## src/design/iara_pkg.sv

```systemverilog
package iara_pkg;

   localparam int Rules = 16;
   localparam int Classes = 8;
   localparam int RuleIdxW = $clog2(Rules);
   localparam int ClassIdxW = $clog2(Classes);
   localparam int QueueDepth = 2;

   localparam logic [1:0] StOk      = 2'd0;
   localparam logic [1:0] StFull    = 2'd1;
   localparam logic [1:0] StNoMatch = 2'd2;
   localparam logic [1:0] StNoClass = 2'd3;

   localparam logic [15:0] Unlimited = 16'hffff;
   localparam logic [23:0] AllHours  = 24'hffffff;

   typedef enum logic [2:0] {
      OP_CLEAR  = 3'd0,
      OP_WRULE  = 3'd1,
      OP_WCLASS = 3'd2,
      OP_CHECK  = 3'd3,
      OP_COUNT  = 3'd4,
      OP_REL    = 3'd5
   } opcode_type;

   // one classified request as it travels from front to back
   typedef struct packed {
      logic [2:0]  opcode;
      logic [3:0]  slot;
      logic [31:0] ip_addr;
      logic [31:0] ip_mask;
      logic [16:0] port;
      logic [4:0]  hour;
      logic [2:0]  weekday;
      logic [23:0] hour_bits;
      logic [7:0]  day_mask;
      logic [2:0]  class_ref;
      logic [15:0] cls_ident;
      logic [15:0] user_limit;
      logic        bypass;   // check with enforcement off
   } request_type;

   typedef struct packed {
      logic [1:0]  status;
      logic [15:0] cls_ident;
      logic [3:0]  slot;
      logic [15:0] usage;
   } result_type;

endpackage

```

## src/design/ip_access_rule_admission.sv

```systemverilog
// First-match IPv4 admission block with per-class connection limits.
// Requests enter on req_* (valid/stall); one result per request leaves
// on rsp_* (valid/stall). csr_write/csr_data set the enforce bit, to be
// written only while the block is idle.
// A front stage tags the request and pushes it into a two-entry queue;
// the back end executes one request at a time.
// Clear, table writes, unused codes and checks with enforcement off go
// straight from IDLE to DONE, with no scan.
// A check or count scans one rule per cycle; a release scans one class
// slot per cycle.
// A request leaves the queue only after the previous result is taken, so
// the back end never starts a request before the last one is through.
// Reset clears all valid bits, usage counters and the enforce bit; the
// block is ready on the first cycle after reset.
// A stalled result holds on rsp_*; the queue keeps taking requests until
// full, then req_stall rises.
module ip_access_rule_admission (
   input  logic        clock,
   input  logic        reset,
   input  logic        csr_write,
   input  logic        csr_data,
   input  logic        req_valid,
   output logic        req_stall,
   input  logic [2:0]  req_opcode,
   input  logic [3:0]  req_slot,
   input  logic [31:0] req_ip_addr,
   input  logic [31:0] req_ip_mask,
   input  logic [16:0] req_port,
   input  logic [4:0]  req_hour,
   input  logic [2:0]  req_weekday,
   input  logic [23:0] req_hour_mask,
   input  logic [7:0]  req_day_mask,
   input  logic [2:0]  req_class_ref,
   input  logic [15:0] req_class_id,
   input  logic [15:0] req_max_usage,
   output logic        rsp_valid,
   input  logic        rsp_stall,
   output logic [1:0]  rsp_status,
   output logic [15:0] rsp_result_class_id,
   output logic [3:0]  rsp_result_slot,
   output logic [15:0] rsp_usage_count
);

   iara_pkg::request_type in_req, front_req, q_data;
   iara_pkg::result_type res;
   logic full, empty, pop, take;

   assign take = req_valid && !full;
   assign req_stall = full;

   always_comb begin
      in_req = '0;
      in_req.opcode = req_opcode;
      in_req.slot = req_slot;
      in_req.ip_addr = req_ip_addr;
      in_req.ip_mask = req_ip_mask;
      in_req.port = req_port;
      in_req.hour = req_hour;
      in_req.weekday = req_weekday;
      in_req.hour_bits = req_hour_mask;
      in_req.day_mask = req_day_mask;
      in_req.class_ref = req_class_ref;
      in_req.cls_ident = req_class_id;
      in_req.user_limit = req_max_usage;
   end

   iara_front u_front (
      .clock, .reset, .csr_write, .csr_data,
      .in_req, .out_req(front_req)
   );

   iara_queue u_queue (
      .clock, .reset, .push(take), .push_data(front_req), .full,
      .pop, .empty, .pop_data(q_data)
   );

   iara_back u_back (
      .clock, .reset, .q_empty(empty), .q_data, .q_pop(pop),
      .res_valid(rsp_valid), .res, .res_stall(rsp_stall)
   );

   assign rsp_status = res.status;
   assign rsp_result_class_id = res.cls_ident;
   assign rsp_result_slot = res.slot;
   assign rsp_usage_count = res.usage;

endmodule

```

## src/design/iara_queue.sv

```systemverilog
module iara_queue (
   input  logic                   clock,
   input  logic                   reset,
   input  logic                   push,
   input  iara_pkg::request_type  push_data,
   output logic                   full,
   input  logic                   pop,
   output logic                   empty,
   output iara_pkg::request_type  pop_data
);

   localparam int AW = $clog2(iara_pkg::QueueDepth);

   iara_pkg::request_type mem_ff [iara_pkg::QueueDepth];
   logic [AW-1:0] wr_ff, rd_ff;
   logic [AW:0]   cnt_ff;

   assign full = (cnt_ff == (AW+1)'(iara_pkg::QueueDepth));
   assign empty = (cnt_ff == '0);
   assign pop_data = mem_ff[rd_ff];

   always_ff @(posedge clock) begin
      if (reset) begin
         wr_ff <= '0;
         rd_ff <= '0;
         cnt_ff <= '0;
      end else begin
         if (push) wr_ff <= wr_ff + 1'b1;
         if (pop) rd_ff <= rd_ff + 1'b1;
         if (push && !pop) cnt_ff <= cnt_ff + 1'b1;
         else if (pop && !push) cnt_ff <= cnt_ff - 1'b1;
      end
      if (push) mem_ff[wr_ff] <= push_data;
   end

endmodule

```

## src/design/iara_front.sv

```systemverilog
module iara_front (
   input  logic                  clock,
   input  logic                  reset,
   input  logic                  csr_write,
   input  logic                  csr_data,
   input  iara_pkg::request_type in_req,
   output iara_pkg::request_type out_req
);

   logic enable_ff;

   // checks with enforcement off skip the table entirely
   always_comb begin
      out_req = in_req;
      out_req.bypass = (in_req.opcode == iara_pkg::OP_CHECK) && !enable_ff;
   end

   always_ff @(posedge clock) begin
      if (reset) enable_ff <= 1'b0;
      else if (csr_write) enable_ff <= csr_data;
   end

endmodule

```

## src/design/iara_back.sv

```systemverilog
module iara_back (
   input  logic                  clock,
   input  logic                  reset,
   input  logic                  q_empty,
   input  iara_pkg::request_type q_data,
   output logic                  q_pop,
   output logic                  res_valid,
   output iara_pkg::result_type  res,
   input  logic                  res_stall
);

   typedef enum logic [1:0] {IDLE, SCAN, CLASS, DONE} state_type;

   state_type state_ff;
   iara_pkg::request_type req_ff;
   logic [iara_pkg::RuleIdxW:0] idx_ff;
   iara_pkg::result_type res_ff;
   logic valid_ff;

   logic [iara_pkg::Rules-1:0]  rv_ff;
   logic [31:0] ra_ff [iara_pkg::Rules];
   logic [31:0] rm_ff [iara_pkg::Rules];
   logic [16:0] rp_ff [iara_pkg::Rules];
   logic [23:0] rh_ff [iara_pkg::Rules];
   logic [7:0]  rd_ff [iara_pkg::Rules];
   logic [2:0]  rc_ff [iara_pkg::Rules];
   logic [iara_pkg::Classes-1:0] cv_ff;
   logic [15:0] ci_ff [iara_pkg::Classes];
   logic [15:0] cl_ff [iara_pkg::Classes];
   logic [15:0] cu_ff [iara_pkg::Classes];
   logic [2:0]  hit_class_ff;

   logic [iara_pkg::RuleIdxW-1:0]  ri;
   logic [iara_pkg::ClassIdxW-1:0] ci;
   logic [iara_pkg::ClassIdxW-1:0] hc;
   logic rule_hit;
   logic [23:0] hm;
   logic [15:0] cur;

   assign ri = idx_ff[iara_pkg::RuleIdxW-1:0];
   assign ci = idx_ff[iara_pkg::ClassIdxW-1:0];
   assign hc = hit_class_ff[iara_pkg::ClassIdxW-1:0];
   assign cur = cu_ff[hc];

   always_comb begin
      hm = (rh_ff[ri] == '0) ? iara_pkg::AllHours : rh_ff[ri];
      rule_hit = rv_ff[ri]
         && (rp_ff[ri][16] || rp_ff[ri] == req_ff.port)
         && (((ra_ff[ri] ^ req_ff.ip_addr) & rm_ff[ri]) == '0)
         && (rd_ff[ri][7] || (req_ff.hour < 5'd24 && hm[req_ff.hour]
             && req_ff.weekday < 3'd7 && rd_ff[ri][req_ff.weekday]));
   end

   assign q_pop = (state_ff == IDLE) && !q_empty && !valid_ff;
   assign res_valid = valid_ff;
   assign res = res_ff;

   always_ff @(posedge clock) begin
      if (reset) begin
         state_ff <= IDLE;
         valid_ff <= 1'b0;
         rv_ff <= '0;
         cv_ff <= '0;
         for (int k = 0; k < iara_pkg::Classes; k++) cu_ff[k] <= '0;
      end else begin
         if (state_ff == DONE) valid_ff <= 1'b1;
         else if (!res_stall) valid_ff <= 1'b0;
         unique case (state_ff)
            IDLE: begin
               if (q_pop) begin
                  req_ff <= q_data;
                  idx_ff <= '0;
                  res_ff.status <= (q_data.opcode == iara_pkg::OP_REL) ?
                     iara_pkg::StNoClass : iara_pkg::StOk;
                  res_ff.cls_ident <= (q_data.opcode == iara_pkg::OP_WCLASS
                     && 32'(q_data.slot) < iara_pkg::Classes) ? q_data.cls_ident : '0;
                  res_ff.slot <= '0;
                  res_ff.usage <= '0;
                  if (q_data.opcode == iara_pkg::OP_REL) begin
                     state_ff <= CLASS;
                  end else if ((q_data.opcode == iara_pkg::OP_CHECK
                                || q_data.opcode == iara_pkg::OP_COUNT) && !q_data.bypass) begin
                     state_ff <= SCAN;
                  end else begin
                     state_ff <= DONE;
                  end
                  unique case (q_data.opcode)
                     iara_pkg::OP_CLEAR: begin
                        rv_ff <= '0;
                        cv_ff <= '0;
                        for (int k = 0; k < iara_pkg::Classes; k++) cu_ff[k] <= '0;
                     end
                     iara_pkg::OP_WRULE: begin
                        if (32'(q_data.slot) < iara_pkg::Rules) begin
                           rv_ff[q_data.slot[iara_pkg::RuleIdxW-1:0]] <= 1'b1;
                           ra_ff[q_data.slot[iara_pkg::RuleIdxW-1:0]] <= q_data.ip_addr;
                           rm_ff[q_data.slot[iara_pkg::RuleIdxW-1:0]] <= q_data.ip_mask;
                           rp_ff[q_data.slot[iara_pkg::RuleIdxW-1:0]] <= q_data.port;
                           rh_ff[q_data.slot[iara_pkg::RuleIdxW-1:0]] <= q_data.hour_bits;
                           rd_ff[q_data.slot[iara_pkg::RuleIdxW-1:0]] <= q_data.day_mask;
                           rc_ff[q_data.slot[iara_pkg::RuleIdxW-1:0]] <= q_data.class_ref;
                        end
                     end
                     iara_pkg::OP_WCLASS: begin
                        if (32'(q_data.slot) < iara_pkg::Classes) begin
                           cv_ff[q_data.slot[iara_pkg::ClassIdxW-1:0]] <= 1'b1;
                           ci_ff[q_data.slot[iara_pkg::ClassIdxW-1:0]] <= q_data.cls_ident;
                           cl_ff[q_data.slot[iara_pkg::ClassIdxW-1:0]] <= q_data.user_limit;
                           cu_ff[q_data.slot[iara_pkg::ClassIdxW-1:0]] <= '0;
                        end
                     end
                     default: ;
                  endcase
               end
            end
            SCAN: begin
               // one rule per cycle, first hit wins
               if (idx_ff == (iara_pkg::RuleIdxW+1)'(iara_pkg::Rules)) begin
                  res_ff.status <= iara_pkg::StNoMatch;
                  state_ff <= DONE;
               end else if (rule_hit) begin
                  res_ff.slot <= 4'(ri);
                  hit_class_ff <= rc_ff[ri];
                  state_ff <= CLASS;
               end else begin
                  idx_ff <= idx_ff + 1'b1;
               end
            end
            CLASS: begin
               if (req_ff.opcode == iara_pkg::OP_REL) begin
                  // lowest valid slot with that id, one slot per cycle
                  if (idx_ff == (iara_pkg::RuleIdxW+1)'(iara_pkg::Classes)) begin
                     state_ff <= DONE;
                  end else if (cv_ff[ci] && ci_ff[ci] == req_ff.cls_ident) begin
                     if (cu_ff[ci] != '0) cu_ff[ci] <= cu_ff[ci] - 1'b1;
                     res_ff.status <= iara_pkg::StOk;
                     res_ff.cls_ident <= req_ff.cls_ident;
                     res_ff.usage <= (cu_ff[ci] != '0) ? cu_ff[ci] - 1'b1 : '0;
                     state_ff <= DONE;
                  end else begin
                     idx_ff <= idx_ff + 1'b1;
                  end
               end else begin
                  state_ff <= DONE;
                  if (32'(hit_class_ff) >= iara_pkg::Classes || !cv_ff[hc]) begin
                     res_ff.status <= iara_pkg::StNoClass;
                  end else begin
                     res_ff.cls_ident <= ci_ff[hc];
                     if (req_ff.opcode == iara_pkg::OP_CHECK
                         && cl_ff[hc] != iara_pkg::Unlimited && cur >= cl_ff[hc]) begin
                        res_ff.status <= iara_pkg::StFull;
                        res_ff.usage <= cur;
                     end else begin
                        if (cur != 16'hffff) cu_ff[hc] <= cur + 1'b1;
                        res_ff.usage <= (cur != 16'hffff) ? cur + 1'b1 : cur;
                     end
                  end
               end
            end
            DONE: begin
               state_ff <= IDLE;
            end
            default: state_ff <= IDLE;
         endcase
      end
   end

endmodule

```

## config.mk

```make
export PLATFORM = sky130hd
export DESIGN_NAME = ip_access_rule_admission
export DESIGN_NICKNAME = d
export VERILOG_FILES = /design/src/design/iara_pkg.sv /design/src/design/ip_access_rule_admission.sv /design/src/design/iara_queue.sv /design/src/design/iara_front.sv /design/src/design/iara_back.sv
export SDC_FILE = /design/constraint.sdc
export NUM_CORES = 2
export LEC_CHECK = 0
export ABC_AREA = 0
export BUFFER_PORTS_ARGS = -buffer_cell sky130_fd_sc_hd__buf_2
export CAP_MARGIN = 30
export CORE_ASPECT_RATIO = 1.75
export CORE_UTILIZATION = 55
export CTS_CLUSTER_DIAMETER = 80
export DETAILED_ROUTE_END_ITERATION = 8
export PLACE_DENSITY = 0.73
export SLEW_MARGIN = 5
export SYNTH_ARGS = -nofsm -noshare
export SYNTH_HDL_FRONTEND = slang
export SYNTH_SLANG_ARGS = --single-unit
```

## constraint.sdc

```tcl
create_clock -name clock -period 25.6 [get_ports clock]
set_input_delay 1.28 -clock clock [delete_from_list [all_inputs] [get_ports clock]]
set_output_delay 1.28 -clock clock [all_outputs]
set_load 0.01 [all_outputs]
```

* Word-level counts from Yosys, hierarchy flattened *
Memories as Yosys holds them, arrays and structs flattened. A register that Yosys moved wholly into a read port is not among the register bits.
Index checks and enable logic that the tools add are counted.

cells by class
  div/mod/pow operators = 0
  $mul = 0
  eq/ne operators = 34
  bitwise gates (word level) = 14
  shifts and indexed selects = 0
  multiplexer cells = 121
  magnitude comparators = 13
  reductions and logical operators = 53
  $add $sub $neg = 7

operator list
  operator                                                              number
  16-bit two-way mux                                                    20
  16-bit case mux with 2 select lines                                   3
  18-bit two-way mux                                                    3
  1-bit two-way mux                                                     48
  16-bit OR reduction                                                   3
  38-bit two-way mux                                                    1
  32-bit bitwise AND                                                    1
  32-bit logical NOT                                                    1
  16-bit != test, second input constant                                 2
  32-bit XOR                                                            1
  5-bit two-way mux                                                     6
  2-bit two-way mux                                                     14
  4-bit two-way mux                                                     7
  24-bit logical NOT                                                    1
  24-bit two-way mux                                                    1
  1-bit logical AND                                                     19
  17-bit == test                                                        1
  16-bit by 1-bit adder with 16-bit output, second input constant       1
  16-bit == test                                                        1
  16-bit >= comparator                                                  1
  3-bit by 4-bit < comparator with 1-bit output, second input constant  4
  16-bit OR                                                             1
  8-bit case mux with 2 select lines                                    1
  16-bit nonzero test                                                   1
  other kinds (51)                                                      100

word-level totals
  output and inout port bits = 40
  memory bits (writable) = 2568
  register bits = 151
  input bits = 169
  ROM bits = 0
  bits in latches = 0
  memories = 10

memories
  name             words  width  rd ports  clocked after Yosys merged registers in  wr ports  RTL line          text
  u_back.ra_ff     16     32     1         1                                        1         iara_back.sv:21   logic [31:0] ra_ff [iara_pkg::Rules];
  u_back.rm_ff     16     32     1         1                                        1         iara_back.sv:22   logic [31:0] rm_ff [iara_pkg::Rules];
  u_back.rh_ff     16     24     1         1                                        1         iara_back.sv:24   logic [23:0] rh_ff [iara_pkg::Rules];
  u_queue.mem_ff   2      164    1         1                                        1         iara_queue.sv:14  iara_pkg::request_type mem_ff [iara_pkg::QueueDepth];
  u_back.rp_ff     16     17     1         1                                        1         iara_back.sv:23   logic [16:0] rp_ff [iara_pkg::Rules];
  u_back.ci_ff     8      16     2         1                                        1         iara_back.sv:28   logic [15:0] ci_ff [iara_pkg::Classes];
  4 more memories  --     --     --        --                                       --        --

* Depth between registers and ports, before layout *
  word-level depth = 13
  depth in mapped cells = 21
  mapped depth without buffers = 15

* Cells and area by module *
Synthesis repeated with hierarchy kept, for this count alone.

second synthesis, totals
  cell total of the unflattened synthesis = 5791
  area total of the unflattened synthesis = 110813.8 um2

modules (own cells, without submodules)
  module                    area each (um2)  times used  cells an instance  sequential area each (um2)
  iara_back                 97419.7          1           5090               71548.6
  iara_queue                12106.6          1           532                9949.5
  iara_front                1270.0           1           167                20.0
  ip_access_rule_admission  17.5             1           2                  0.0

* Worst setup path after synthesis *
No wires, ideal clock.

  path type = in2reg
  start = input req_valid
  end = memory u_queue.mem_ff[0][0] in the netlist's numbering (enable)
  setup slack = 16.738 ns
  arrival time = 8.172 ns
  buffers on the path = 0
  cell stages on the path = 2
  cells stage by stage = nand2_1 > nor2_1

on the way
  word-level cells in the longest chain between the ends = 3

RTL lines
  item                                     RTL line                        text
  from (decl)                              ip_access_rule_admission.sv:22  input logic req_valid,
  1-bit logical AND                        ip_access_rule_admission.sv:48  assign take = req_valid && !full;
  1-bit two-way mux                        iara_queue.sv:33                if (push) mem_ff[wr_ff] <= push_data;
  1-bit two-way mux (implied by the code)  iara_queue.sv:33
  to (decl)                                iara_queue.sv:14

Every way passes these cells.

==> flow_metrics.tcl <==
set metrics [dict create \
    status "finished, final reports clean" \
    setup_violations 0 \
    cts_hold_buf 0 \
    ios 209 \
    finalHoldViolCount 0 \
    multi_input_area_um2 26200 \
    cts-htree-levels 4 \
    pwr_density_cell_nw_per_um2 101 \
    worst-setup-path-type "reg2reg" \
    pwr-share-seq_pct 45.6 \
    clk_latency_ns 0.90 \
    p_clk_share_pct 29.5 \
    crit_arrival_ns 7.99 \
    cts_max_path_buffers 4 \
    nets 5960 \
    fin_skew_ns 0.0436 \
    rsz0062_at_grt "false" \
    hold_ws_ns 0.467 \
    routedWlPerCell_um 30.6 \
    yosys.area.top_type "edfxtp_1" \
    synth_top_cell_area_share_pct 73.7 \
    p_int_mw 8.56 \
    drt-pass1-iter-count 5 \
    cts_resized 0 \
    seqCellArea_um2 81500 \
    start_util_pct 55.4 \
    fin_area_um2 121000 \
    min_period_ns 7.45 \
    async_reset_ff_share_pct 0 \
    fin_setup_tns_ns 0 \
    synth.distinct_cells 91 \
    cts_tree "done" \
    fillerInstances 13800 \
    grt_use_total_pct 26.1 \
    synth_warnings 0 \
    wl_mm 263 \
    num_vias 54400 \
    synthTopCellsByCount "edfxtp_1 (2690), mux4_2 (462), nor2_1 (276)" \
    yosys.cell_count.top_type "edfxtp_1" \
    path_clk_slew_ns 0.07 \
    required_ns 26.14 \
    drv_slew 0 \
    synth_fp_nets 5694 \
    switching_share_pct 29.6 \
    tightest_slew_ns 1.25 \
    grt_pass1_vias 55800 \
    synthesis.area_um2 110000 \
    switchingPower_mw 3.60 \
    grt_max_degree 117 \
    cts_setup_buffers 0 \
    synth_edf_count 2690 \
    routed_via_density 6.34 \
    p_leak_nw 38.8 \
    postPlaceCellArea_um2 113000 \
    gp_congestion 0.907 \
    power.share.combinational_pct 24.8 \
    syn-instance-count 5500 \
    synth_area_leaders "edfxtp_1 (74%), mux4_2 (9.5%), mux2_2 (2.1%)" \
    die_h_um 592 \
    ys.flop_type "edfxtp_1" \
    die_area_um2 201000 \
    rows 216 \
    ir_worst_vdd_mv 0.0618 \
    grt_pass1_wl_mm 379 \
    drv_cap 0 \
    hp-class "reg2reg" \
    core_um2 198000 \
    slew_headroom_pct 16.6 \
    synth_seq_area_share_pct 74.4 \
    syn_to_final_growth_pct 10.4 \
    avgSynthCellArea_um2 19.9 \
    numCtsBuffers 234 \
    utilization_pct 61.1 \
    timing.final.crit_share_pct 29.1 \
    drc 0 \
    portBuffers 208 \
    fmax_mhz 134 \
    critPathMaxFanout 89 \
    antenna_found_initial 8 \
    dp_hpwl_mm 152 \
    cp-end-kind "flop" \
    dr.first_iter.drc_count 5301 \
    drive_gt1_share_pct 23.2 \
    clock-root-buffer "clkbuf_16" \
    fp.dieW_um 339 \
    overflow 0 \
    synth_seq_cells 2727 \
    cp-start-kind "flop" \
    drtAntennaViolNets 0 \
    cts.sinks 2727 \
]
==> state kept, by name (all words and copies together) (netlist names), 128 cells and up, named ones only <==
signal,flops
u_back.cu_ff,128
u_back.ci_ff,128
u_queue.mem_ff,328
u_back.rh_ff,384
u_back.rp_ff,272
u_back.ra_ff,512
u_back.rd_ff,128
u_back.cl_ff,128
u_back.rm_ff,512
==> cell type report <==
type                    count  area share, %
flip-flops and latches   2727           67.4
repair buffers            313           1.71
multi-input cells        2450           21.7
clock buffers             276           4.97
well taps                2616           2.71
inverters                  40          0.128
clock inverters           149           1.36
diodes                      2        0.00414
==> worst max-delay path: stages (launching register included) <==
cell and delay [ns]:
dfxtp_4 0.74, buf_4 0.70, buf_4 0.75, buf_12 0.53, buf_4 0.66, mux4_2 0.42, xor2_1 0.16, a22oi_1 0.35
nand3_1 0.14, a211oi_1 0.43, nand4_1 0.21, a211oi_1 0.70, o221a_2 0.47, and2_4 0.21, nor3b_1 0.38
==> kinds of logic (layout without fill, tap and decap cells) <==
family          after synthesis  in the layout  synth area share, %
simple gates                775            775                 3.26
flops                      2727           2727                 74.4
other cells                   0              2                    0
buf+inv                     323            778                 1.83
mux                         956            956                 15.2
xor+xnor                    293            293                 2.34
fa+ha+maj                    25             25                0.286
compound gates              401            401                 2.66
==> metal layers <==
layer | up-vias | GRT usage [%] | wire, um
li1 | 22900 | - | -
met2 | 2258 | 47.0 | 140000
met1 | 28700 | 31.7 | 95800
met5 | - | 0 | 35
met3 | 522 | 3.25 | 15600
met4 | 6 | 10.9 | 11600
==> final timing paths <==
check,cells past startpoint,to,slack [ns],start
hold / removal,2,u_back.rv_ff[3],0.47,u_back.rv_ff[3]
hold reg to reg,2,u_back.rv_ff[3],0.47,u_back.rv_ff[3]
setup / recovery,14,u_back.hc[2],18.15,flop
setup reg to reg,14,u_back.hc[2],18.15,flop
==> cells in the final DEF (no fill, tap or decap), drive strengths merged, types with 32 or more instances in the layout <==
master,synthesis,routed
a21oi,60,60
a221oi,62,62
a22oi,47,47
buf,201,313
bufinv,0,33
clkbuf,82,276
clkinv,0,89
dfxtp,37,37
edfxtp,2690,2690
inv,40,55
mux2,208,208
mux2i,226,226
mux4,522,522
nand2,188,188
nand2b,32,32
nand3,107,107
nor2,276,276
nor3,47,47
o211ai,32,32
o21ai,53,53
xnor2,93,93
xor2,200,200
==> per-stage QoR <==
step                      total power [mW]  worst slack, ns  instances
after detailed placement              8.67            18.21       8144
after CTS                             12.2            18.13       8569
after floorplan                       7.75            16.74       5500
final                                 12.2            18.15       8573
after global routing                  12.5            17.98       8572
after global placement                8.61            18.07       8142
==> power groups by stage <==
stage               combinational [mW]  sequential [mW]  clock (mW)
finish                            3.02             5.55        3.59
global route                      3.19             5.56        3.79
CTS                               3.03             5.56        3.64
detailed placement                3.02             5.65           0
global placement                  2.97             5.65           0
floorplan                         2.19             5.56           0
(Power assumes the default switching activity.)
